$ cat src/hw/rtl/rcas_pkg.sv
// Shared types and constants for the RC arming and set-point unit.
// Used by every module in hw/rtl; depends on nothing else.
package rcas_pkg;

    localparam int PULSE_BITS = 16;
    localparam int FIELD_BITS = 16;
    localparam int SEC_BITS   = 16;
    localparam int SP_BITS    = 24;
    localparam int DZ_BITS    = 9;
    localparam int HOLD_BITS  = 8;
    localparam int CFG_BITS   = 9;

    localparam logic [PULSE_BITS-1:0] ROLL_CENTRE  = PULSE_BITS'(1507);
    localparam logic [PULSE_BITS-1:0] PITCH_CENTRE = PULSE_BITS'(1508);
    localparam logic [PULSE_BITS-1:0] THR_LOW      = PULSE_BITS'(1100);
    localparam logic [PULSE_BITS-1:0] YAW_HIGH     = PULSE_BITS'(1900);

    // 0.0361446 deg/us in 1/256 degree, Q16
    localparam int SCALE_BITS = 20;
    localparam int SCALE_FRAC = 16;
    localparam logic [SCALE_BITS-1:0] SCALE_Q16 = SCALE_BITS'(606406);

    localparam logic [DZ_BITS-1:0]   DZ_RESET     = DZ_BITS'(20);
    localparam logic [HOLD_BITS-1:0] ARM_RESET    = HOLD_BITS'(5);
    localparam logic [HOLD_BITS-1:0] DISARM_RESET = HOLD_BITS'(8);

    typedef enum logic [1:0] {
        CFG_DEADZONE    = 2'd0,
        CFG_ARM_HOLD    = 2'd1,
        CFG_DISARM_HOLD = 2'd2
    } cfg_index_t;

    typedef struct packed {
        logic [SEC_BITS-1:0]   now_seconds;
        logic [FIELD_BITS-1:0] yaw_pulse;
        logic [FIELD_BITS-1:0] throttle_pulse;
        logic [FIELD_BITS-1:0] pitch_pulse;
        logic [FIELD_BITS-1:0] roll_pulse;
    } item_t;

    typedef struct packed {
        logic signed [SP_BITS-1:0] pitch_target;
        logic signed [SP_BITS-1:0] roll_target;
        logic [FIELD_BITS-1:0]     throttle_command;
        logic                      motors_enabled;
        logic                      is_armed;
    } result_t;

    localparam int S_DATA_BITS = (($bits(item_t) + 7) / 8) * 8;
    localparam int RESULT_BITS = $bits(result_t);
    localparam int M_DATA_BITS = ((RESULT_BITS + 7) / 8) * 8;

endpackage

$ cat src/hw/rtl/rcas_axis_scale.sv
// Stick offset to attitude set-point: deadzone test, Q16 scale, round half away.
// Depends on rcas_pkg.
module rcas_axis_scale
    import rcas_pkg::*;
(
    input  logic [PULSE_BITS-1:0]    pulse,
    input  logic [PULSE_BITS-1:0]    centre,
    input  logic                     invert,
    input  logic [DZ_BITS-1:0]       deadzone,
    output logic signed [SP_BITS-1:0] setpoint
);

    localparam int PROD_BITS = PULSE_BITS + SCALE_BITS;

    logic [PULSE_BITS:0]     diff;
    logic                    below;
    logic [PULSE_BITS-1:0]   mag;
    logic                    in_dz;
    logic                    neg;
    logic [PROD_BITS-1:0]    prod;
    logic [PROD_BITS:0]      rounded;
    logic [SP_BITS-1:0]      q_ext;

    assign diff  = {1'b0, pulse} - {1'b0, centre};
    assign below = diff[PULSE_BITS];
    assign mag   = below ? PULSE_BITS'(centre - pulse) : diff[PULSE_BITS-1:0];
    assign in_dz = mag <= PULSE_BITS'(deadzone);
    assign neg   = invert ? !below : below;
    assign prod  = PROD_BITS'(mag) * PROD_BITS'(SCALE_Q16);
    assign rounded = {1'b0, prod} + (PROD_BITS+1)'(1 << (SCALE_FRAC - 1));
    assign q_ext = SP_BITS'(rounded[PROD_BITS:SCALE_FRAC]);

    always_comb
    begin
        if (in_dz)
        begin
            setpoint = '0;
        end
        else if (neg)
        begin
            setpoint = -$signed(q_ext);
        end
        else
        begin
            setpoint = $signed(q_ext);
        end
    end

endmodule

$ cat src/hw/rtl/rcas_arm_core.sv
// Arming state, hold timers, set-point state, configuration and result register.
// Depends on rcas_pkg and rcas_axis_scale.
module rcas_arm_core
    import rcas_pkg::*;
(
    input  logic                clk,
    input  logic                rst_n,
    input  logic                cfg_wr_en,
    input  logic [1:0]          cfg_addr,
    input  logic [CFG_BITS-1:0] cfg_wdata,
    input  logic                in_valid,
    input  item_t               in_item,
    output logic                in_ready,
    output logic                out_valid,
    input  logic                out_ready,
    output result_t             out_data
);

    logic [DZ_BITS-1:0]       dz_reg;
    logic [HOLD_BITS-1:0]     arm_hold_reg;
    logic [HOLD_BITS-1:0]     disarm_hold_reg;

    logic                     armed_reg, armed_next;
    logic [SEC_BITS-1:0]      arm_start_reg, arm_start_next;
    logic [SEC_BITS-1:0]      disarm_start_reg, disarm_start_next;
    logic signed [SP_BITS-1:0] roll_sp_reg, roll_sp_next;
    logic signed [SP_BITS-1:0] pitch_sp_reg, pitch_sp_next;
    logic                     out_valid_reg;
    result_t                  out_data_reg, out_data_next;

    logic                     adv;
    logic [PULSE_BITS-1:0]    roll, pitch, thr, yaw;
    logic [SEC_BITS-1:0]      now;
    logic                     thr_hi, thr_lo, yaw_lo, yaw_hi, motors;
    logic [SEC_BITS-1:0]      arm_eff, disarm_eff;
    logic                     arm_done, disarm_done;
    logic signed [SP_BITS-1:0] roll_scaled, pitch_scaled;

    assign in_ready  = !out_valid_reg || out_ready;
    assign adv       = in_valid && in_ready;
    assign out_valid = out_valid_reg;
    assign out_data  = out_data_reg;

    assign roll  = in_item.roll_pulse[PULSE_BITS-1:0];
    assign pitch = in_item.pitch_pulse[PULSE_BITS-1:0];
    assign thr   = in_item.throttle_pulse[PULSE_BITS-1:0];
    assign yaw   = in_item.yaw_pulse[PULSE_BITS-1:0];
    assign now   = in_item.now_seconds;

    assign thr_hi = thr > THR_LOW;
    assign thr_lo = thr < THR_LOW;
    assign yaw_lo = yaw < THR_LOW;
    assign yaw_hi = yaw > YAW_HIGH;

    assign arm_eff     = (arm_start_reg == '0) ? now : arm_start_reg;
    assign disarm_eff  = (disarm_start_reg == '0) ? now : disarm_start_reg;
    assign arm_done    = SEC_BITS'(now - arm_eff) >= SEC_BITS'(arm_hold_reg);
    assign disarm_done = SEC_BITS'(now - disarm_eff) >= SEC_BITS'(disarm_hold_reg);

    rcas_axis_scale u_roll_scale (
        .pulse    (roll),
        .centre   (ROLL_CENTRE),
        .invert   (1'b0),
        .deadzone (dz_reg),
        .setpoint (roll_scaled)
    );

    rcas_axis_scale u_pitch_scale (
        .pulse    (pitch),
        .centre   (PITCH_CENTRE),
        .invert   (1'b1),
        .deadzone (dz_reg),
        .setpoint (pitch_scaled)
    );

    always_comb
    begin
        armed_next        = armed_reg;
        arm_start_next    = arm_start_reg;
        disarm_start_next = disarm_start_reg;
        roll_sp_next      = roll_sp_reg;
        pitch_sp_next     = pitch_sp_reg;
        if (armed_reg)
        begin
            if (thr_hi)
            begin
                roll_sp_next  = roll_scaled;
                pitch_sp_next = pitch_scaled;
            end
            if (thr_lo && yaw_lo)
            begin
                disarm_start_next = disarm_eff;
                if (disarm_done)
                begin
                    armed_next = 1'b0;
                end
            end
            else
            begin
                disarm_start_next = '0;
            end
        end
        else
        begin
            if (thr_lo && yaw_hi)
            begin
                arm_start_next = arm_eff;
                if (arm_done)
                begin
                    armed_next = 1'b1;
                end
            end
            else
            begin
                arm_start_next = '0;
            end
        end
    end

    assign motors = armed_next && thr_hi;

    always_comb
    begin
        out_data_next.is_armed         = armed_next;
        out_data_next.motors_enabled   = motors;
        out_data_next.throttle_command = motors ? FIELD_BITS'(thr) : '0;
        out_data_next.roll_target      = roll_sp_next;
        out_data_next.pitch_target     = pitch_sp_next;
    end

    always_ff @(posedge clk or negedge rst_n)
    begin
        if (!rst_n)
        begin
            dz_reg          <= DZ_RESET;
            arm_hold_reg    <= ARM_RESET;
            disarm_hold_reg <= DISARM_RESET;
        end
        else if (cfg_wr_en)
        begin
            case (cfg_addr)
                CFG_DEADZONE:    dz_reg          <= cfg_wdata[DZ_BITS-1:0];
                CFG_ARM_HOLD:    arm_hold_reg    <= cfg_wdata[HOLD_BITS-1:0];
                CFG_DISARM_HOLD: disarm_hold_reg <= cfg_wdata[HOLD_BITS-1:0];
                default:         ;
            endcase
        end
    end

    always_ff @(posedge clk or negedge rst_n)
    begin
        if (!rst_n)
        begin
            armed_reg        <= 1'b0;
            arm_start_reg    <= '0;
            disarm_start_reg <= '0;
            roll_sp_reg      <= '0;
            pitch_sp_reg     <= '0;
            out_valid_reg    <= 1'b0;
        end
        else
        begin
            if (adv)
            begin
                armed_reg        <= armed_next;
                arm_start_reg    <= arm_start_next;
                disarm_start_reg <= disarm_start_next;
                roll_sp_reg      <= roll_sp_next;
                pitch_sp_reg     <= pitch_sp_next;
                out_valid_reg    <= 1'b1;
            end
            else if (out_ready)
            begin
                out_valid_reg <= 1'b0;
            end
        end
    end

    always_ff @(posedge clk)
    begin
        if (adv)
        begin
            out_data_reg <= out_data_next;
        end
    end

    a_disarm_needs_gesture: assert property (@(posedge clk) disable iff (!rst_n)
        $fell(armed_reg) |-> $past(adv && thr_lo && yaw_lo))
        else $error("disarmed without the disarming gesture");

    a_arm_needs_gesture: assert property (@(posedge clk) disable iff (!rst_n)
        $rose(armed_reg) |-> $past(adv && thr_lo && yaw_hi))
        else $error("armed without the arming gesture");

    a_sp_moves_when_flying: assert property (@(posedge clk) disable iff (!rst_n)
        !$stable(roll_sp_reg) |-> $past(adv && armed_reg && thr_hi))
        else $error("roll set-point changed outside armed flight");

    a_motors_need_arm: assert property (@(posedge clk) disable iff (!rst_n)
        out_valid_reg && out_data_reg.motors_enabled |-> out_data_reg.is_armed)
        else $error("motors enabled while disarmed");

    a_throttle_gated: assert property (@(posedge clk) disable iff (!rst_n)
        out_valid_reg && !out_data_reg.motors_enabled |-> out_data_reg.throttle_command == '0)
        else $error("throttle command passed with motors off");

endmodule

$ cat src/hw/rtl/rc_arming_and_setpoint_unit.sv
// RC arming and set-point unit: input register, stream packing, core instance.
// Depends on rcas_pkg and rcas_arm_core.
//
// One control tick enters per s_tdata transaction: roll, pitch, throttle and yaw
// pulse widths in microseconds and the seconds count. Each tick yields exactly
// one m_tdata transaction: armed flag, motor enable, gated throttle and the roll
// and pitch set-points in 1/256 degree.
// The configuration port writes the deadzone (index 0), the arming hold
// seconds (1) and the disarming hold seconds (2); write only while
// no tick is in flight.
// An accepted s_tdata tick passes through the input register, then the arming
// logic and set-point multipliers feeding the result register, to m_tvalid.
// While m_tready is high it takes one tick per cycle; the hold timers and set-points update in
// the same cycle the result register loads, so consecutive ticks chain fully.
// Reset disarms the block, clears both hold timers and set-points and loads
// the configuration defaults (deadzone 20, arm hold 5, disarm hold 8).
// When m_tready is low the result register holds, the input register holds its
// tick, and s_tready drops once both are full.
module rc_arming_and_setpoint_unit
    import rcas_pkg::*;
(
    input  logic                   clk,
    input  logic                   rst_n,
    input  logic                   cfg_wr_en,
    input  logic [1:0]             cfg_addr,
    input  logic [CFG_BITS-1:0]    cfg_wdata,
    input  logic                   s_tvalid,
    output logic                   s_tready,
    // roll_pulse, pitch_pulse, throttle_pulse, yaw_pulse, now_seconds
    input  logic [S_DATA_BITS-1:0] s_tdata,
    output logic                   m_tvalid,
    input  logic                   m_tready,
    // is_armed, motors_enabled, throttle_command, roll_target, pitch_target, zero pad
    output logic [M_DATA_BITS-1:0] m_tdata
);

    logic    in_valid_reg;
    item_t   in_item_reg;
    logic    core_ready;
    result_t core_data;

    assign s_tready = !in_valid_reg || core_ready;

    always_ff @(posedge clk or negedge rst_n)
    begin
        if (!rst_n)
        begin
            in_valid_reg <= 1'b0;
        end
        else if (s_tready)
        begin
            in_valid_reg <= s_tvalid;
        end
    end

    always_ff @(posedge clk)
    begin
        if (s_tvalid && s_tready)
        begin
            in_item_reg <= item_t'(s_tdata[$bits(item_t)-1:0]);
        end
    end

    rcas_arm_core u_core (
        .clk       (clk),
        .rst_n     (rst_n),
        .cfg_wr_en (cfg_wr_en),
        .cfg_addr  (cfg_addr),
        .cfg_wdata (cfg_wdata),
        .in_valid  (in_valid_reg),
        .in_item   (in_item_reg),
        .in_ready  (core_ready),
        .out_valid (m_tvalid),
        .out_ready (m_tready),
        .out_data  (core_data)
    );

    assign m_tdata = M_DATA_BITS'(core_data);

endmodule
$ cat config.mk
export PLATFORM = sky130hd
export DESIGN_NAME = rc_arming_and_setpoint_unit
export DESIGN_NICKNAME = d
export VERILOG_FILES = /design/src/hw/rtl/rcas_pkg.sv /design/src/hw/rtl/rcas_axis_scale.sv /design/src/hw/rtl/rcas_arm_core.sv /design/src/hw/rtl/rc_arming_and_setpoint_unit.sv
export SDC_FILE = /design/constraint.sdc
export NUM_CORES = 1
export LEC_CHECK = 0
export BUFFER_PORTS_ARGS = -buffer_cell sky130_fd_sc_hd__buf_2
export CORE_MARGIN = 1.5
export CORE_UTILIZATION = 55
export CTS_CLUSTER_SIZE = 24
export DETAILED_ROUTE_END_ITERATION = 16
export GPL_TIMING_DRIVEN = 0
export PLACE_DENSITY = 0.76
export SKIP_CTS_REPAIR_TIMING = 1
export SLEW_MARGIN = 20
export SYNTH_ARGS = -nofsm -noshare
export SYNTH_HDL_FRONTEND = slang
export SYNTH_HIERARCHICAL = 1
export SYNTH_SLANG_ARGS = --single-unit
$ cat constraint.sdc
create_clock -name clk -period 31.5 [get_ports clk]
set_input_delay 1.575 -clock clk [delete_from_list [all_inputs] [get_ports clk]]
set_output_delay 1.575 -clock clk [all_outputs]
set_load 0.05 [all_outputs]
==> results.yml <==
outcome:
  outcome: "finished, final reports clean"
routing:
  via_per_inst: 5.90
  firstDrtPassIters: 8
  dr.first_iter.drc_count: 1608
  routed_wl_mm: 74.0
  ant_nets: 0
  dr_total_vias: 23800
  drc_errors: 0
  routedWlPerCell_um: 18.3
worst_setup_path:
  cp_slowest_stage_delay_ns: 0.74
  cp_slowest_cell: "clkbuf_1"
  cp_max_fo: 10
  reg2reg_depth: 42
  crit_arrival_ns: 13.38
  worst_r2r_endpoint: "u_core/out_data[59]$_DFFE_PP_"
  crit_path_end_kind: "register"
  reg2reg_slack_ns: 18.44
  path_class: "register to register"
  startpoint: "in_item_reg[30]$_DFFE_PP_"
  r2r-start: "in_item_reg[30]$_DFFE_PP_"
  critPathLaunchType: "register"
  cpMostUsedCell: "ha_1"
  crit_required_ns: 31.82
  setup.worst_path.end: "u_core/out_data[59]$_DFFE_PP_"
timing:
  skew_ns: 0.0163
  max-slew-margin-rel_pct: 21.8
  final.setup.tns_ns: 0
  max_clock_freq_ghz: 0.0766
  grt_setup_unrepaired: "false"
  period_share_pct: 41.5
  layout_setup_ws_ns: 18.44
  period_minus_slack_ns: 13.06
  setup_viol: 0
  drv_slew: 0
  worst_slew_pin_slew_ns: 1.16
  hold_violations: 0
flow_run:
  maxCapViolations: 0
place:
  routabilityCongestion: 0.955
  place_hpwl_mm: 60.3
  portBuffers: 163
  dp_cells: 3984
  place_ws_ns: 18.64
synthesis:
  synth-main-ff-cell: "edfxtp_1"
  synth_edf_count: 146
  async_flop_share_pct: 42.5
  synth_area_um2: 28100
  avgSynthCellArea_um2: 9.12
  yosysTopAreaCellShare_pct: 19.6
  synth_cells: 3077
  seq_area_frac_synth_pct: 25.3
  ys_ff_latch: 254
  yosys_warnings: 6
  ys_types: 115
  synthTopCellsByArea: "ha_1 20%, edfxtp_1 16%, dfrtp_1 9.2%"
  yosysTopAreaCell: "ha_1"
clock_tree:
  numCtsBuffers: 29
  clock_latency_ns: 0.58
  cts.path.max_buffers: 3
  cts_root_buffer: "clkbuf_16"
  cts_tree: "yes"
  cts_max_level: 1
  cts.clk_slew.worst_paths_ns: 0.06
  cts.sinks: 254
global_route:
  grt_max_degree: 81
  grt_busiest_layer: "met2"
  grt-ovfl-total: 0
  track_usage_pct: 28.4
  grt_pass1_vias: 24200
  grt_util_met3_pct: 2.50
  antenna_found_initial: 6
  gr-usage-met1_pct: 36.1
  use_met2_pct: 50.7
  grt_pass1_wl_mm: 122
final_layout:
  layout_commonest_cell: "ha_1"
  largest_reg_flops: 80
  final_cell_mix: "440 x ha_1, 328 x inv_1, 306 x nand2_1"
  fill_cells: 4347
  fin_cells: 4041
  syn_to_final_growth_pct: 10.7
  fin_nets: 3980
  drive_above_1_share_pct: 10.7
floorplan:
  die_h_um: 229
  die_area_um2: 52400
  start_util_pct: 55.8
  fp.dieW_um: 229
  rows: 82
  ios: 170
  core_area_um2: 50300
hold_path:
  hold_start: "u_core/roll_sp_reg[16]$_DFFE_PN0P_"
  hp-class: "register to register"
  hold_depth: 2
## logic make-up after synthesis
logic type      Yosys count  synth area share [%]
xor+xnor                153                  4.78
compound gates          667                  16.5
fa+ha+maj               540                  26.8
flops                   254                  25.3
buf+inv                 441                  6.18
other cells               3                0.0401
mux                     105                  4.10
simple gates            914                  16.4
## layout make-up
cell class / instances / area [µm²] / area share (%)
multi-input cells: 2452 / 19500 / 62.8
inverters: 329 / 1230 / 3.98
clock buffers: 44 / 853 / 2.75
diodes: 2 / 5.00 / 0.0161
flip-flops and latches: 254 / 7090 / 22.8
clock inverters: 10 / 111 / 0.359
well taps: 672 / 841 / 2.71
repair buffers: 166 / 897 / 2.89
plain buffers: 112 / 502 / 1.62
## Yosys cell counts (49+ instances only)
cell type / number
ha_1: 440
inv_1: 328
nand2_1: 306
nor2_1: 186
a21oi_1: 183
edfxtp_1: 146
xnor2_1: 104
dfrtp_1: 103
fa_1: 100
o21ai_0: 85
clkbuf_1: 71
a21o_1: 68
nand3_1: 53
nand4_1: 51
nor3_1: 50
xor2_1: 49
## how the worst min path moves through the flow
stage                                               end
floorplan           u_core/pitch_sp_reg[23]$_DFFE_PN0P_
global placement     u_core/roll_sp_reg[10]$_DFFE_PN0P_
detailed placement   u_core/roll_sp_reg[18]$_DFFE_PN0P_
CTS                  u_core/roll_sp_reg[23]$_DFFE_PN0P_
global route         u_core/roll_sp_reg[13]$_DFFE_PN0P_
finish               u_core/roll_sp_reg[16]$_DFFE_PN0P_
## critical path, delay by kind of cell (launching register included)
family	cells	cell delay (ns)
fa+ha+maj	8	3.03
buf+inv	7	1.56
simple gates	7	2.09
xor+xnor	2	0.60
compound gates	15	4.17
flops	1	0.40
mux	3	0.97
## metal layers
layer	vias up	part of all wire [%]
met5	-	0.030
met4	4	3.1
met3	144	4.9
met2	700	49
met1	11500	43
li1	11500	-
## through the flow
step           area [µm²]  utilization [%]  hold WS (ns)
6_report            31000             61.8         0.469
5_1_grt             31000             61.7         0.490
4_1_cts             31000             61.7         0.468
3_5_place_dp        30000             59.8         0.456
3_3_place_gp        30000             59.6         0.450
2_1_floorplan       28300                -         0.439
Power is not shown: default switching activity piles up to over one toggle a cycle in this logic, so the estimate is an artifact.
